==> src/rtl/core/lfpid_pkg.sv <==
// ----------------------------------------------------------------------------
// lfpid_pkg
// Types, constants and the microprogram of the line-follow PID motor drive.
// ----------------------------------------------------------------------------
package lfpid_pkg;

    localparam int POS_W   = 13;
    localparam int DIR_W   = 2;
    localparam int PWM_W   = 8;
    localparam int GAIN_W  = 16;
    localparam int CFG_W   = 16;
    localparam int CFG_IDX_W = 3;
    localparam int STEP_W  = 4;
    localparam int MUL_A_W = 25;
    localparam int MUL_B_W = 27;
    localparam int PROD_W  = MUL_A_W + MUL_B_W + 1;

    localparam logic [15:0] LEAK_Q16    = 16'd62259;
    localparam logic [23:0] RCP5        = 24'd13421773;
    localparam int          RCP5_SHIFT  = 26;
    localparam int          BASE_SHIFT  = 36;
    localparam logic [7:0]  WHEEL_FLOOR = 8'd40;

    localparam logic [STEP_W-1:0] STEP_LOAD = 4'd0;
    localparam logic [STEP_W-1:0] STEP_PREP = 4'd1;
    localparam logic [STEP_W-1:0] STEP_OUT  = 4'd11;

    typedef enum logic [CFG_IDX_W-1:0] {
        CFG_KP    = 3'd0,
        CFG_KI    = 3'd1,
        CFG_KD    = 3'd2,
        CFG_DB    = 3'd3,
        CFG_ILIM  = 3'd4,
        CFG_BASE  = 3'd5,
        CFG_MAX   = 3'd6,
        CFG_SLEW  = 3'd7
    } t_cfg_idx;

    typedef enum logic [DIR_W-1:0] {
        DIR_STOP = 2'd0,
        DIR_FWD  = 2'd1,
        DIR_REV  = 2'd2
    } t_dir;

    typedef enum logic [2:0] {
        A_ACC, A_DMAG, A_ERR, A_INTEG, A_DFILT, A_BFAC, A_PROD
    } t_asel;

    typedef enum logic [2:0] {
        B_LEAK, B_RCP5, B_KP, B_KI, B_KD, B_BASE, B_RCPB
    } t_bsel;

    typedef enum logic [3:0] {
        OP_LOAD, OP_PREP, OP_DSUM, OP_INTEG, OP_DFILT, OP_ACC_SET,
        OP_ACC_ADD8, OP_ACC_ADD, OP_CORR, OP_BASE, OP_CLAMP, OP_OUT
    } t_op;

    typedef enum logic [1:0] {
        J_NEXT, J_WAIT_IN, J_WAIT_OUT, J_JUMP
    } t_jcond;

    typedef struct packed {
        t_asel             asel;
        t_bsel             bsel;
        t_op               op;
        t_jcond            jc;
        logic [STEP_W-1:0] target;
    } t_uword;

    typedef struct packed {
        t_asel asel;
        t_bsel bsel;
        t_op   op;
        logic  fire;
    } t_ctrl;

    typedef struct packed {
        logic in_valid;
        logic out_full;
    } t_cond;

    typedef struct packed {
        logic [GAIN_W-1:0] kp;
        logic [GAIN_W-1:0] ki;
        logic [GAIN_W-1:0] kd;
        logic [7:0]        deadband;
        logic [9:0]        ilimit;
        logic [7:0]        base;
        logic [7:0]        max_speed;
        logic [7:0]        slew;
    } t_cfg;

    typedef struct packed {
        t_dir             left_dir;
        logic [PWM_W-1:0] left_pwm;
        t_dir             right_dir;
        logic [PWM_W-1:0] right_pwm;
    } t_res;

    function automatic t_uword lfpid_ucode(input logic [STEP_W-1:0] step);
        t_uword w;
        case (step)
            4'd0:    w = '{A_ACC,   B_LEAK, OP_LOAD,     J_WAIT_IN,  STEP_LOAD};
            4'd1:    w = '{A_ACC,   B_LEAK, OP_PREP,     J_NEXT,     STEP_LOAD};
            4'd2:    w = '{A_ACC,   B_LEAK, OP_DSUM,     J_NEXT,     STEP_LOAD};
            4'd3:    w = '{A_DMAG,  B_RCP5, OP_INTEG,    J_NEXT,     STEP_LOAD};
            4'd4:    w = '{A_ERR,   B_KP,   OP_DFILT,    J_NEXT,     STEP_LOAD};
            4'd5:    w = '{A_INTEG, B_KI,   OP_ACC_SET,  J_NEXT,     STEP_LOAD};
            4'd6:    w = '{A_DFILT, B_KD,   OP_ACC_ADD8, J_NEXT,     STEP_LOAD};
            4'd7:    w = '{A_BFAC,  B_BASE, OP_ACC_ADD,  J_NEXT,     STEP_LOAD};
            4'd8:    w = '{A_PROD,  B_RCPB, OP_CORR,     J_NEXT,     STEP_LOAD};
            4'd9:    w = '{A_PROD,  B_RCPB, OP_BASE,     J_NEXT,     STEP_LOAD};
            4'd10:   w = '{A_PROD,  B_RCPB, OP_CLAMP,    J_NEXT,     STEP_LOAD};
            4'd11:   w = '{A_PROD,  B_RCPB, OP_OUT,      J_WAIT_OUT, STEP_LOAD};
            default: w = '{A_PROD,  B_RCPB, OP_BASE,     J_JUMP,     STEP_LOAD};
        endcase
        return w;
    endfunction

endpackage

==> src/rtl/core/lfpid_in_if.sv <==
// ----------------------------------------------------------------------------
// lfpid_in_if
// Line-position sample channel: valid, ready and one position per beat.
// ----------------------------------------------------------------------------
interface lfpid_in_if import lfpid_pkg::*; ();
    logic             valid;
    logic             ready;
    logic [POS_W-1:0] line_position;

    modport source (output valid, output line_position, input ready);
    modport sink   (input valid, input line_position, output ready);
endinterface

==> src/rtl/core/lfpid_out_if.sv <==
// ----------------------------------------------------------------------------
// lfpid_out_if
// Motor drive channel: direction and PWM of both wheels per beat.
// ----------------------------------------------------------------------------
interface lfpid_out_if import lfpid_pkg::*; ();
    logic             valid;
    logic             ready;
    logic [DIR_W-1:0] left_direction;
    logic [PWM_W-1:0] left_pwm;
    logic [DIR_W-1:0] right_direction;
    logic [PWM_W-1:0] right_pwm;

    modport source (output valid, output left_direction, output left_pwm,
                    output right_direction, output right_pwm, input ready);
    modport sink   (input valid, input left_direction, input left_pwm,
                    input right_direction, input right_pwm, output ready);
endinterface

==> src/rtl/core/lfpid_seq.sv <==
// ----------------------------------------------------------------------------
// lfpid_seq
// Step counter and microprogram ROM; issues one control word per cycle.
// ----------------------------------------------------------------------------
module lfpid_seq import lfpid_pkg::*; (
    input  logic  i_clk,
    input  logic  i_rst_n,
    input  t_cond i_cond,
    output t_ctrl o_ctl
);

    logic [STEP_W-1:0] r_step;
    logic [STEP_W-1:0] n_step;
    t_uword            uw;

    assign uw = lfpid_ucode(r_step);

    always_comb begin
        case (uw.jc)
            J_NEXT:     n_step = r_step + 1'b1;
            J_WAIT_IN:  n_step = i_cond.in_valid ? r_step + 1'b1 : r_step;
            J_WAIT_OUT: n_step = i_cond.out_full ? r_step : uw.target;
            J_JUMP:     n_step = uw.target;
            default:    n_step = STEP_LOAD;
        endcase
    end

    always_comb begin
        o_ctl.asel = uw.asel;
        o_ctl.bsel = uw.bsel;
        o_ctl.op   = uw.op;
        case (uw.jc)
            J_WAIT_IN:  o_ctl.fire = i_cond.in_valid;
            J_WAIT_OUT: o_ctl.fire = !i_cond.out_full;
            default:    o_ctl.fire = 1'b1;
        endcase
    end

    always_ff @(posedge i_clk) begin
        if (!i_rst_n) begin
            r_step <= STEP_LOAD;
        end else begin
            r_step <= n_step;
        end
    end

`ifndef SYNTHESIS
    a_step_range: assert property (@(posedge i_clk) disable iff (!i_rst_n)
        r_step <= STEP_OUT)
        else $error("step counter beyond program end");

    a_accept_advances: assert property (@(posedge i_clk) disable iff (!i_rst_n)
        (r_step == STEP_LOAD && i_cond.in_valid) |=> (r_step == STEP_PREP))
        else $error("accepted sample did not start the program");

    a_hold_on_full: assert property (@(posedge i_clk) disable iff (!i_rst_n)
        (r_step == STEP_OUT && i_cond.out_full) |=> (r_step == STEP_OUT))
        else $error("result step left while output register full");

    a_out_return: assert property (@(posedge i_clk) disable iff (!i_rst_n)
        (r_step == STEP_OUT && !i_cond.out_full) |=> (r_step == STEP_LOAD))
        else $error("program did not return to sample load");
`endif

endmodule

==> src/rtl/core/lfpid_dp.sv <==
// ----------------------------------------------------------------------------
// lfpid_dp
// Datapath: shared multiplier, accumulator and the PID and wheel state.
// ----------------------------------------------------------------------------
module lfpid_dp import lfpid_pkg::*; #(
    parameter int SENSOR_COUNT = 6
) (
    input  logic             i_clk,
    input  logic             i_rst_n,
    input  t_ctrl            i_ctl,
    input  t_cfg             i_cfg,
    input  logic [POS_W-1:0] i_line_position,
    output t_res             o_res
);

    localparam int CENTER   = (SENSOR_COUNT - 1) * 500;
    localparam int BASE_DEN = 2 * CENTER;
    localparam logic [12:0] CENTER_V = 13'(CENTER);
    localparam logic [13:0] DEN_V    = 14'(BASE_DEN);
    localparam logic [63:0] BASE_RCP_64 =
        ((64'd1 << BASE_SHIFT) + 64'(BASE_DEN) - 64'd1) / 64'(BASE_DEN);
    localparam logic [MUL_B_W-1:0] BASE_RCP = BASE_RCP_64[MUL_B_W-1:0];

    function automatic logic [7:0] f_clamp(input logic signed [20:0] raw,
                                           input logic [7:0] top);
        logic signed [20:0] s;
        s = raw;
        if (s > $signed({13'd0, top})) s = $signed({13'd0, top});
        if (s < $signed({13'd0, WHEEL_FLOOR})) s = $signed({13'd0, WHEEL_FLOOR});
        return s[7:0];
    endfunction

    function automatic logic [7:0] f_slew(input logic [7:0] s,
                                          input logic [7:0] last,
                                          input logic [7:0] stp);
        logic [8:0] hi;
        logic [8:0] lo;
        logic [7:0] r;
        hi = {1'b0, last} + {1'b0, stp};
        lo = {1'b0, last} - {1'b0, stp};
        r  = s;
        if ({1'b0, s} > hi) r = hi[7:0];
        else if (last >= stp && {1'b0, s} < lo) r = lo[7:0];
        return r;
    endfunction

    // state
    logic signed [10:0] r_integ;
    logic signed [12:0] r_prev_err;
    logic signed [21:0] r_dfilt;
    logic [7:0]         r_prev_left;
    logic [7:0]         r_prev_right;

    // working registers
    logic signed [12:0]       r_err;
    logic [12:0]              r_mag;
    logic signed [13:0]       r_iacc;
    logic signed [13:0]       r_diff;
    logic [23:0]              r_dmag;
    logic                     r_dneg;
    logic signed [PROD_W-1:0] r_prod;
    logic signed [39:0]       r_acc;
    logic signed [19:0]       r_corr;
    logic [7:0]               r_base;
    logic [7:0]               r_lcl;
    logic [7:0]               r_rcl;

    logic signed [13:0]        e_raw;
    logic signed [12:0]        e_sat;
    logic [12:0]               e_mag;
    logic                      e_dead;
    logic signed [24:0]        dsum;
    logic [12:0]               mcap;
    logic [13:0]               bfac;
    logic signed [MUL_A_W-1:0] mul_a;
    logic [MUL_B_W-1:0]        mul_b;
    logic signed [MUL_B_W:0]   mul_b_s;
    logic signed [PROD_W-1:0]  mul_p;
    logic signed [39:0]        prod40;
    logic signed [14:0]        i_tr;
    logic signed [14:0]        i_lim;
    logic [21:0]               dq;
    logic signed [19:0]        c_tr;
    logic signed [20:0]        l_raw;
    logic signed [20:0]        r_raw;
    logic [7:0]                l_new;
    logic [7:0]                r_new;

    always_comb begin
        e_raw = $signed({1'b0, CENTER_V}) - $signed({1'b0, i_line_position});
        if (e_raw > 14'sd4095) e_sat = 13'sd4095;
        else if (e_raw < -14'sd4096) e_sat = -13'sd4096;
        else e_sat = e_raw[12:0];
        e_mag  = e_sat[12] ? 13'(-{e_sat[12], e_sat}) : e_sat;
        e_dead = {5'd0, i_cfg.deadband} > e_mag;
    end

    assign dsum = $signed({r_diff[13], r_diff, 10'd0})
                + $signed({{3{r_dfilt[21]}}, r_dfilt});
    assign mcap = (r_mag > CENTER_V) ? CENTER_V : r_mag;
    assign bfac = DEN_V - {1'b0, mcap};

    always_comb begin
        case (i_ctl.asel)
            A_ACC:   mul_a = {{11{r_iacc[13]}}, r_iacc};
            A_DMAG:  mul_a = {1'b0, r_dmag};
            A_ERR:   mul_a = {{12{r_err[12]}}, r_err};
            A_INTEG: mul_a = {{14{r_integ[10]}}, r_integ};
            A_DFILT: mul_a = {{3{r_dfilt[21]}}, r_dfilt};
            A_BFAC:  mul_a = {11'd0, bfac};
            A_PROD:  mul_a = {2'd0, r_prod[22:0]};
            default: mul_a = '0;
        endcase
        case (i_ctl.bsel)
            B_LEAK:  mul_b = {11'd0, LEAK_Q16};
            B_RCP5:  mul_b = {3'd0, RCP5};
            B_KP:    mul_b = {11'd0, i_cfg.kp};
            B_KI:    mul_b = {11'd0, i_cfg.ki};
            B_KD:    mul_b = {11'd0, i_cfg.kd};
            B_BASE:  mul_b = {19'd0, i_cfg.base};
            B_RCPB:  mul_b = BASE_RCP;
            default: mul_b = '0;
        endcase
    end

    assign mul_b_s = $signed({1'b0, mul_b});
    assign mul_p   = mul_a * mul_b_s;
    assign prod40  = r_prod[39:0];

    // truncate toward zero
    assign i_tr  = $signed(r_prod[30:16])
                 + $signed({14'd0, r_prod[PROD_W-1] && (r_prod[15:0] != '0)});
    assign i_lim = $signed({5'd0, i_cfg.ilimit});
    assign dq    = r_prod[RCP5_SHIFT+21:RCP5_SHIFT];
    assign c_tr  = $signed(r_acc[39:20])
                 + $signed({19'd0, r_acc[39] && (r_acc[19:0] != '0)});

    assign l_raw = $signed({13'd0, r_base}) + $signed({r_corr[19], r_corr});
    assign r_raw = $signed({13'd0, r_base}) - $signed({r_corr[19], r_corr});
    assign l_new = f_slew(r_lcl, r_prev_left, i_cfg.slew);
    assign r_new = f_slew(r_rcl, r_prev_right, i_cfg.slew);

    assign o_res.left_dir  = (l_new != '0) ? DIR_FWD : DIR_STOP;
    assign o_res.left_pwm  = l_new;
    assign o_res.right_dir = (r_new != '0) ? DIR_REV : DIR_STOP;
    assign o_res.right_pwm = r_new;

    always_ff @(posedge i_clk) begin
        if (!i_rst_n) begin
            r_integ      <= '0;
            r_prev_err   <= '0;
            r_dfilt      <= '0;
            r_prev_left  <= '0;
            r_prev_right <= '0;
        end else begin
            case (i_ctl.op)
                OP_PREP: begin
                    r_prev_err <= r_err;
                end
                OP_INTEG: begin
                    if (i_tr > i_lim) r_integ <= i_lim[10:0];
                    else if (i_tr < -i_lim) r_integ <= 11'(-i_lim);
                    else r_integ <= i_tr[10:0];
                end
                OP_DFILT: begin
                    r_dfilt <= r_dneg ? 22'(-$signed(dq)) : $signed(dq);
                end
                OP_OUT: begin
                    if (i_ctl.fire) begin
                        r_prev_left  <= l_new;
                        r_prev_right <= r_new;
                    end
                end
                default: begin
                end
            endcase
        end
    end

    always_ff @(posedge i_clk) begin
        r_prod <= mul_p;
        case (i_ctl.op)
            OP_LOAD: begin
                r_err <= e_dead ? '0 : e_sat;
                r_mag <= e_dead ? '0 : e_mag;
            end
            OP_PREP: begin
                r_iacc <= $signed({{3{r_integ[10]}}, r_integ})
                        + $signed({r_err[12], r_err});
                r_diff <= $signed({r_err[12], r_err})
                        - $signed({r_prev_err[12], r_prev_err});
            end
            OP_DSUM: begin
                r_dneg <= dsum[24];
                r_dmag <= dsum[24] ? 24'(-dsum) : dsum[23:0];
            end
            OP_ACC_SET:  r_acc <= prod40 <<< 8;
            OP_ACC_ADD8: r_acc <= r_acc + (prod40 <<< 8);
            OP_ACC_ADD:  r_acc <= r_acc + prod40;
            OP_CORR:     r_corr <= c_tr;
            OP_BASE:     r_base <= r_prod[BASE_SHIFT+7:BASE_SHIFT];
            OP_CLAMP: begin
                r_lcl <= f_clamp(l_raw, i_cfg.max_speed);
                r_rcl <= f_clamp(r_raw, i_cfg.max_speed);
            end
            default: begin
            end
        endcase
    end

endmodule

==> src/rtl/core/line_follow_pid_motor_drive.sv <==
// ----------------------------------------------------------------------------
// line_follow_pid_motor_drive
// A sample taken at the load step runs through the 12-word microprogram, which
// runs every multiply through one shared 25x28 multiplier; its last step loads
// the drive register once that has room, and only then is the next sample taken.
// The next sample is taken while the previous drive beat waits in its register.
// Reset (synchronous, active low) clears the sequencer, the integral, the
// derivative filter and the wheel history, and loads the register defaults.
// ----------------------------------------------------------------------------
module line_follow_pid_motor_drive import lfpid_pkg::*; #(
    parameter int SENSOR_COUNT = 6
) (
    input  logic                 i_clk,
    input  logic                 i_rst_n,
    lfpid_in_if.sink             i_line,
    lfpid_out_if.source          o_drive,
    input  logic                 i_cfg_we,
    input  logic [CFG_IDX_W-1:0] i_cfg_index,
    input  logic [CFG_W-1:0]     i_cfg_data
);

    t_cfg  r_cfg;
    t_ctrl ctl;
    t_cond cond;
    t_res  res;

    logic             r_out_valid;
    logic [DIR_W-1:0] r_out_ldir;
    logic [PWM_W-1:0] r_out_lpwm;
    logic [DIR_W-1:0] r_out_rdir;
    logic [PWM_W-1:0] r_out_rpwm;
    logic             out_load;

    assign cond.in_valid = i_line.valid;
    assign cond.out_full = r_out_valid && !o_drive.ready;
    assign i_line.ready  = (ctl.op == OP_LOAD);
    assign out_load      = (ctl.op == OP_OUT) && ctl.fire;

    lfpid_seq u_seq (
        .i_clk   (i_clk),
        .i_rst_n (i_rst_n),
        .i_cond  (cond),
        .o_ctl   (ctl)
    );

    lfpid_dp #(
        .SENSOR_COUNT (SENSOR_COUNT)
    ) u_dp (
        .i_clk           (i_clk),
        .i_rst_n         (i_rst_n),
        .i_ctl           (ctl),
        .i_cfg           (r_cfg),
        .i_line_position (i_line.line_position),
        .o_res           (res)
    );

    always_ff @(posedge i_clk) begin
        if (!i_rst_n) begin
            r_cfg.kp        <= 16'd901;
            r_cfg.ki        <= 16'd61;
            r_cfg.kd        <= 16'd8602;
            r_cfg.deadband  <= 8'd40;
            r_cfg.ilimit    <= 10'd1000;
            r_cfg.base      <= 8'd225;
            r_cfg.max_speed <= 8'd250;
            r_cfg.slew      <= 8'd40;
        end else if (i_cfg_we) begin
            case (t_cfg_idx'(i_cfg_index))
                CFG_KP:   r_cfg.kp        <= i_cfg_data;
                CFG_KI:   r_cfg.ki        <= i_cfg_data;
                CFG_KD:   r_cfg.kd        <= i_cfg_data;
                CFG_DB:   r_cfg.deadband  <= i_cfg_data[7:0];
                CFG_ILIM: r_cfg.ilimit    <= i_cfg_data[9:0];
                CFG_BASE: r_cfg.base      <= i_cfg_data[7:0];
                CFG_MAX:  r_cfg.max_speed <= i_cfg_data[7:0];
                CFG_SLEW: r_cfg.slew      <= i_cfg_data[7:0];
                default: begin
                end
            endcase
        end
    end

    always_ff @(posedge i_clk) begin
        if (!i_rst_n) begin
            r_out_valid <= 1'b0;
        end else if (out_load) begin
            r_out_valid <= 1'b1;
        end else if (o_drive.ready) begin
            r_out_valid <= 1'b0;
        end
    end

    always_ff @(posedge i_clk) begin
        if (out_load) begin
            r_out_ldir <= res.left_dir;
            r_out_lpwm <= res.left_pwm;
            r_out_rdir <= res.right_dir;
            r_out_rpwm <= res.right_pwm;
        end
    end

    assign o_drive.valid           = r_out_valid;
    assign o_drive.left_direction  = r_out_ldir;
    assign o_drive.left_pwm        = r_out_lpwm;
    assign o_drive.right_direction = r_out_rdir;
    assign o_drive.right_pwm       = r_out_rpwm;

endmodule

==> src/flat_wrapper.sv <==
// flat-port wrapper written by rule: the top's interface ports become plain ports
module line_follow_pid_motor_drive_flat import lfpid_pkg::*;
#(
    parameter int SENSOR_COUNT = 6
)
  (i_clk, i_rst_n, i_cfg_we, i_cfg_index, i_cfg_data, i_line_valid, i_line_line_position, i_line_ready, o_drive_valid, o_drive_left_direction, o_drive_left_pwm, o_drive_right_direction, o_drive_right_pwm, o_drive_ready);
  lfpid_in_if i_line_i ();
  lfpid_out_if o_drive_i ();
  input  logic i_clk;
  input  logic i_rst_n;
  input  logic i_cfg_we;
  input  logic [CFG_IDX_W-1:0] i_cfg_index;
  input  logic [CFG_W-1:0] i_cfg_data;
  input wire logic [$bits(i_line_i.valid)-1:0] i_line_valid;
  input wire logic [$bits(i_line_i.line_position)-1:0] i_line_line_position;
  output wire logic [$bits(i_line_i.ready)-1:0] i_line_ready;
  output wire logic [$bits(o_drive_i.valid)-1:0] o_drive_valid;
  output wire logic [$bits(o_drive_i.left_direction)-1:0] o_drive_left_direction;
  output wire logic [$bits(o_drive_i.left_pwm)-1:0] o_drive_left_pwm;
  output wire logic [$bits(o_drive_i.right_direction)-1:0] o_drive_right_direction;
  output wire logic [$bits(o_drive_i.right_pwm)-1:0] o_drive_right_pwm;
  input wire logic [$bits(o_drive_i.ready)-1:0] o_drive_ready;
  assign i_line_i.valid = i_line_valid;
  assign i_line_i.line_position = i_line_line_position;
  assign i_line_ready = i_line_i.ready;
  assign o_drive_valid = o_drive_i.valid;
  assign o_drive_left_direction = o_drive_i.left_direction;
  assign o_drive_left_pwm = o_drive_i.left_pwm;
  assign o_drive_right_direction = o_drive_i.right_direction;
  assign o_drive_right_pwm = o_drive_i.right_pwm;
  assign o_drive_i.ready = o_drive_ready;
  line_follow_pid_motor_drive #(.SENSOR_COUNT(SENSOR_COUNT)) u_core (.i_clk(i_clk), .i_rst_n(i_rst_n), .i_line(i_line_i), .o_drive(o_drive_i), .i_cfg_we(i_cfg_we), .i_cfg_index(i_cfg_index), .i_cfg_data(i_cfg_data));
endmodule
==> config.mk <==
export PLATFORM = sky130hd
export DESIGN_NAME = line_follow_pid_motor_drive_flat
export DESIGN_NICKNAME = d
export VERILOG_FILES = /design/src/rtl/core/lfpid_pkg.sv /design/src/rtl/core/lfpid_in_if.sv /design/src/rtl/core/lfpid_out_if.sv /design/src/rtl/core/lfpid_seq.sv /design/src/rtl/core/lfpid_dp.sv /design/src/rtl/core/line_follow_pid_motor_drive.sv /design/src/flat_wrapper.sv
export SDC_FILE = /design/constraint.sdc
export NUM_CORES = 2
export LEC_CHECK = 0
export BUFFER_PORTS_ARGS = -buffer_cell sky130_fd_sc_hd__buf_2
export CAP_MARGIN = 20
export CORE_ASPECT_RATIO = 2
export CORE_MARGIN = 2
export CORE_UTILIZATION = 30
export CTS_BUF_LIST = sky130_fd_sc_hd__clkbuf_8 sky130_fd_sc_hd__clkbuf_16
export DETAILED_ROUTE_END_ITERATION = 7
export SLEW_MARGIN = 20
export SYNTH_ARGS = -nofsm -noshare
export SYNTH_HDL_FRONTEND = slang
export SYNTH_SLANG_ARGS = --single-unit
==> constraint.sdc <==
create_clock -name i_clk -period 24.6 [get_ports i_clk]
set_input_delay 4.92 -clock i_clk [delete_from_list [all_inputs] [get_ports i_clk]]
set_output_delay 4.92 -clock i_clk [all_outputs]
set_load 0.01 [all_outputs]
==> report_table.html <==
<table>
<tr><th>Metric</th><th>Value</th></tr>
<tr><th colspan="2">Yosys</th></tr>
<tr><td>Commonest register cell after synthesis</td><td>dfxtp_1</td></tr>
<tr><td>Count of different cell masters after synthesis</td><td>94</td></tr>
<tr><td>Part of the Yosys area used for sequential elements</td><td>20.2%</td></tr>
<tr><td>Average cell area after synthesis</td><td>8.84 um^2</td></tr>
<tr><td>Leading post-synthesis cells by cell area</td><td>fa_1 24%, ha_1 11%, edfxtp_1 11%</td></tr>
<tr><td>Total of warnings raised by yosys</td><td>0</td></tr>
<tr><td>Async S/R FF share, synth</td><td>0%</td></tr>
<tr><td>Proportion of netlist area held by the largest area contributor</td><td>24.4%</td></tr>
<tr><td>Count of flip-flops with a built-in enable after synthesis</td><td>180</td></tr>
<tr><td>Number of register bits inferred by synthesis</td><td>395</td></tr>
<tr><td>Cell area after technology mapping</td><td>48,100 um^2</td></tr>
<tr><td>Cell count after synthesis</td><td>5,445</td></tr>
<tr><td>Cell type with the largest total area after synthesis</td><td>fa_1</td></tr>
<tr><th colspan="2">Critical path</th></tr>
<tr><td>Register-to-Register Setup Slack</td><td>13.28 ns</td></tr>
<tr><td>Data required time at the worst endpoint</td><td>25.09 ns</td></tr>
<tr><td>Endpoint of the most critical register-to-register path</td><td>u_core.u_dp.r_prod[51]</td></tr>
<tr><td>Worst Setup End Kind</td><td>flop</td></tr>
<tr><td>Worst Path Class, Setup</td><td>reg -&gt; reg</td></tr>
<tr><td>Crit Path Max Fanout</td><td>16</td></tr>
<tr><td>Reg2Reg Launch Point</td><td>u_core.u_dp.r_err[0]</td></tr>
<tr><td>Launching element of the worst setup path</td><td>u_core.u_dp.r_err[0]</td></tr>
<tr><td>Launching element type of the critical path</td><td>flop</td></tr>
<tr><td>Standard cell with the maximum stage delay on the critical path</td><td>a211oi_1</td></tr>
<tr><td>Cell with the most instances on the worst path</td><td>fa_1</td></tr>
<tr><td>Worst R2R Path Depth</td><td>35</td></tr>
<tr><td>Slowest cell delay on critical path</td><td>0.92 ns</td></tr>
<tr><td>Data arrival time at the worst-slack endpoint</td><td>11.81 ns</td></tr>
<tr><td>Timing endpoint of the critical path</td><td>u_core.u_dp.r_prod[51]</td></tr>
<tr><th colspan="2">Timing</th></tr>
<tr><td>Setup repair after global routing missed its margin</td><td>false</td></tr>
<tr><td>Final cycle utilization of the critical path</td><td>46.0%</td></tr>
<tr><td>Final setup skew</td><td>0.0385 ns</td></tr>
<tr><td>Achievable frequency</td><td>88.4 MHz</td></tr>
<tr><td>Total count of max-transition violations in the final report</td><td>0</td></tr>
<tr><td>Final number of hold-violating endpoints</td><td>0</td></tr>
<tr><td>Aggregate negative setup slack</td><td>0 ns</td></tr>
<tr><td>Worst slew margin relative to its limit</td><td>23.7%</td></tr>
<tr><td>Final count of negative-setup-slack endpoints</td><td>0</td></tr>
<tr><td>Clock period minus worst slack</td><td>11.32 ns</td></tr>
<tr><td>Slew at the pin closest to its max-slew limit</td><td>1.14 ns</td></tr>
<tr><th colspan="2">GRT</th></tr>
<tr><td>First-pass GRT wire length</td><td>254 mm</td></tr>
<tr><td>GRT Resource Usage Total</td><td>20.7%</td></tr>
<tr><td>Remaining Overflow, GRT</td><td>0</td></tr>
<tr><td>Maximum number of pins on one net before global-route repair</td><td>69</td></tr>
<tr><td>Number of global-route vias before repair</td><td>42,317</td></tr>
<tr><td>Antenna violations before repair</td><td>11</td></tr>
<tr><th colspan="2">Layout</th></tr>
<tr><td>Fraction of layout cells with a size suffix above 1</td><td>5.77%</td></tr>
<tr><td>Area taken by flip-flops and latches</td><td>9710 um^2</td></tr>
<tr><td>Post-route cell area</td><td>52,500 um^2</td></tr>
<tr><td>Layout Nets</td><td>6,495</td></tr>
<tr><td>Most used cells in the layout excluding fill and tap cells</td><td>898 x inv_1, 706 x nand2_1, 586 x fa_1, 441 x ha_1, 280 x nor2_1</td></tr>
<tr><td>Relative area change from synthesis to final layout</td><td>9.02%</td></tr>
<tr><td>Most frequent standard cell in the layout excluding fill and tap cells</td><td>inv_1</td></tr>
<tr><td>Multi-input combinational cell area</td><td>34,400 um^2</td></tr>
<tr><td>Finished Layout Cells</td><td>7,562</td></tr>
<tr><td>Number of filler cells placed in the layout</td><td>16,488</td></tr>
<tr><th colspan="2">Die</th></tr>
<tr><td>Top-level port count</td><td>59</td></tr>
<tr><td>Starting density of the core</td><td>30.2%</td></tr>
<tr><td>Area of the placeable core</td><td>159,000 um^2</td></tr>
<tr><td>Number of rows created at floorplan</td><td>207</td></tr>
<tr><td>Die W</td><td>287 um</td></tr>
<tr><td>Die outline area</td><td>164,000 um^2</td></tr>
<tr><td>Die boundary height</td><td>570 um</td></tr>
<tr><th colspan="2">Place</th></tr>
<tr><td>Total placed cells including tap cells</td><td>7,478</td></tr>
<tr><td>Final weighted congestion of routability-driven global placement</td><td>1.02</td></tr>
<tr><td>Placed standard-cell area</td><td>51,000 um^2</td></tr>
<tr><td>Total half-perimeter wirelength after legalization and detailed placement</td><td>140 mm</td></tr>
<tr><td>Number of input and output port buffers inserted</td><td>56</td></tr>
<tr><th colspan="2">Clock network</th></tr>
<tr><td>Post-CTS setup buffer count</td><td>0</td></tr>
<tr><td>Clock root buffer master</td><td>clkbuf_16</td></tr>
<tr><td>Post-cts sizing count</td><td>0</td></tr>
<tr><td>TritonCTS sink count</td><td>395</td></tr>
<tr><td>Insertion delay to the later sink of the worst-skew pair</td><td>0.64 ns</td></tr>
<tr><td>Count of H-tree levels built during CTS</td><td>2</td></tr>
<tr><td>Number of buffers created by CTS</td><td>41</td></tr>
<tr><td>TritonCTS clock tree</td><td>built</td></tr>
<tr><td>Worst-path clk slew</td><td>0.07 ns</td></tr>
<tr><td>Buffers from clock root to sink, at most</td><td>3</td></tr>
<tr><td>Hold buffer count at CTS</td><td>0</td></tr>
<tr><th colspan="2">Route</th></tr>
<tr><td>Final WL</td><td>168 mm</td></tr>
<tr><td>Antenna Nets Post-Route</td><td>0</td></tr>
<tr><td>Router iterations before antenna repair</td><td>6</td></tr>
<tr><td>Routed length per instance</td><td>22.3 um</td></tr>
<tr><td>Via density per instance</td><td>5.18</td></tr>
<tr><td>Detailed-route DRC error count</td><td>0</td></tr>
<tr><td>Iter 0 DRT Violations</td><td>2,225</td></tr>
<tr><td>Number of vias after detailed routing</td><td>39,173</td></tr>
<tr><th colspan="2">Run</th></tr>
<tr><td>Max-cap violations</td><td>0</td></tr>
<tr><th colspan="2">Status</th></tr>
<tr><td>Run status</td><td>completed</td></tr>
<tr><th colspan="2">Min path</th></tr>
<tr><td>Min-delay worst type</td><td>reg -&gt; reg</td></tr>
</table>
layer usage:
metal / wire length, um / GRT usage (%) / part of all wire, % / up-vias
met3: 6470 / 2.71 / 3.8 / 645
met4: 19500 / 19.7 / 12 / 4
met1: 49800 / 17.5 / 30 / 19521
met5: 23 / 0 / 0.014 / -
li1: - / - / - / 17815
met2: 92500 / 40.3 / 55 / 1188
final cells by class:
type	count	share of cell area (%)
Antenna cell	8	0.0382
Clock buffer	45	2.10
Clock inverter	31	0.644
Inverter	901	6.45
Multi-Input combinational cell	3960	65.6
Sequential cell	395	18.5
Tap cell	2090	4.98
Timing Repair Buffer	132	1.62
worst min path at each step:
stage,startpoint,to,cells past startpoint,slack [ns]
2_1_floorplan,u_core.u_dp.r_dfilt[0],u_core.u_dp.r_dmag[0],0,0.43
3_3_place_gp,u_core.r_cfg[47],u_core.r_cfg[47],2,0.44
3_5_place_dp,u_core.u_dp.r_prev_err[5],u_core.u_dp.r_prev_err[5],2,0.45
4_1_cts,u_core.u_dp.r_prev_err[5],u_core.u_dp.r_prev_err[5],2,0.46
5_1_grt,u_core.r_cfg[73],u_core.r_cfg[73],2,0.47
6_report,u_core.u_dp.r_prev_err[5],u_core.u_dp.r_prev_err[5],2,0.45
sequential cells by signal, indices dropped and copies added, names as in the netlist, 4 cells and up:
| register | count |
|---|---|
| u_core.u_seq.r_step | 4 |
| u_core.u_dp.r_lcl | 8 |
| u_core.u_dp.r_iacc | 14 |
| u_core.u_dp.r_prod | 49 |
| u_core.u_dp.r_prev_left | 8 |
| u_core.r_cfg | 90 |
| u_core.u_dp.r_prev_err | 13 |
| u_core.u_dp.r_err | 13 |
| u_core.u_dp.r_acc | 40 |
| u_core.u_dp.r_diff | 14 |
| u_core.u_dp.r_base | 8 |
| u_core.u_dp.r_rcl | 8 |
| u_core.u_seq.uw | 9 |
| u_core.u_dp.r_prev_right | 8 |
| u_core.u_dp.r_dmag | 24 |
| u_core.o_drive.right_pwm | 8 |
| u_core.o_drive.left_pwm | 8 |
| u_core.u_dp.r_corr | 20 |
| u_core.u_dp.r_mag | 12 |
| u_core.u_dp.r_dfilt | 22 |
| u_core.u_dp.r_integ | 11 |
synth_stat cells, drive strengths merged, types with 47 or more instances:
master / number
a211oi: 50
a21o: 90
xor2: 110
nand3: 81
nor2b: 55
dfxtp: 215
xnor2: 176
nand2b: 58
edfxtp: 180
fa: 586
a21oi: 282
nand2: 706
inv: 901
nor3: 69
and3: 47
o21ai: 180
and2: 110
mux2i: 64
nor2: 301
ha: 441
clkbuf: 183
worst max-delay path: cells and delay by family (launching register included):
family	cells	cell delay (ns)
compound gates	13	4.42
buf+inv	5	0.24
xor+xnor	1	0.13
simple gates	7	1.59
flops	1	0.53
fa+ha+maj	9	4.23
through the flow:
stage	hold WS, ns	setup WS (ns)	utilization [%]
after floorplan	0.431	15.39	-
after global routing	0.472	12.80	32.9
after CTS	0.455	13.41	32.9
after detailed placement	0.446	13.47	32.0
after global placement	0.440	13.56	32.0
final	0.455	13.28	32.9
cell families (layout without fill, tap and decap cells):
| group | count (synthesis) | in the layout | share of synthesized area, % |
|---|---|---|---|
| adders and majority gates | 1028 | 1028 | 35.9 |
| and+or+nand+nor | 1601 | 1601 | 15.5 |
| buffers and inverters | 1103 | 1109 | 8.69 |
| muxes | 81 | 81 | 1.73 |
| DFF | 395 | 395 | 20.2 |
| xor gates and xnor gates | 286 | 286 | 5.20 |
| other | 1 | 22 | 0.00779 |
| AOI/OAI and AO/OA | 950 | 950 | 12.8 |
Power is not shown: default switching activity piles up to over one toggle a cycle in this logic, so the estimate is an artifact.
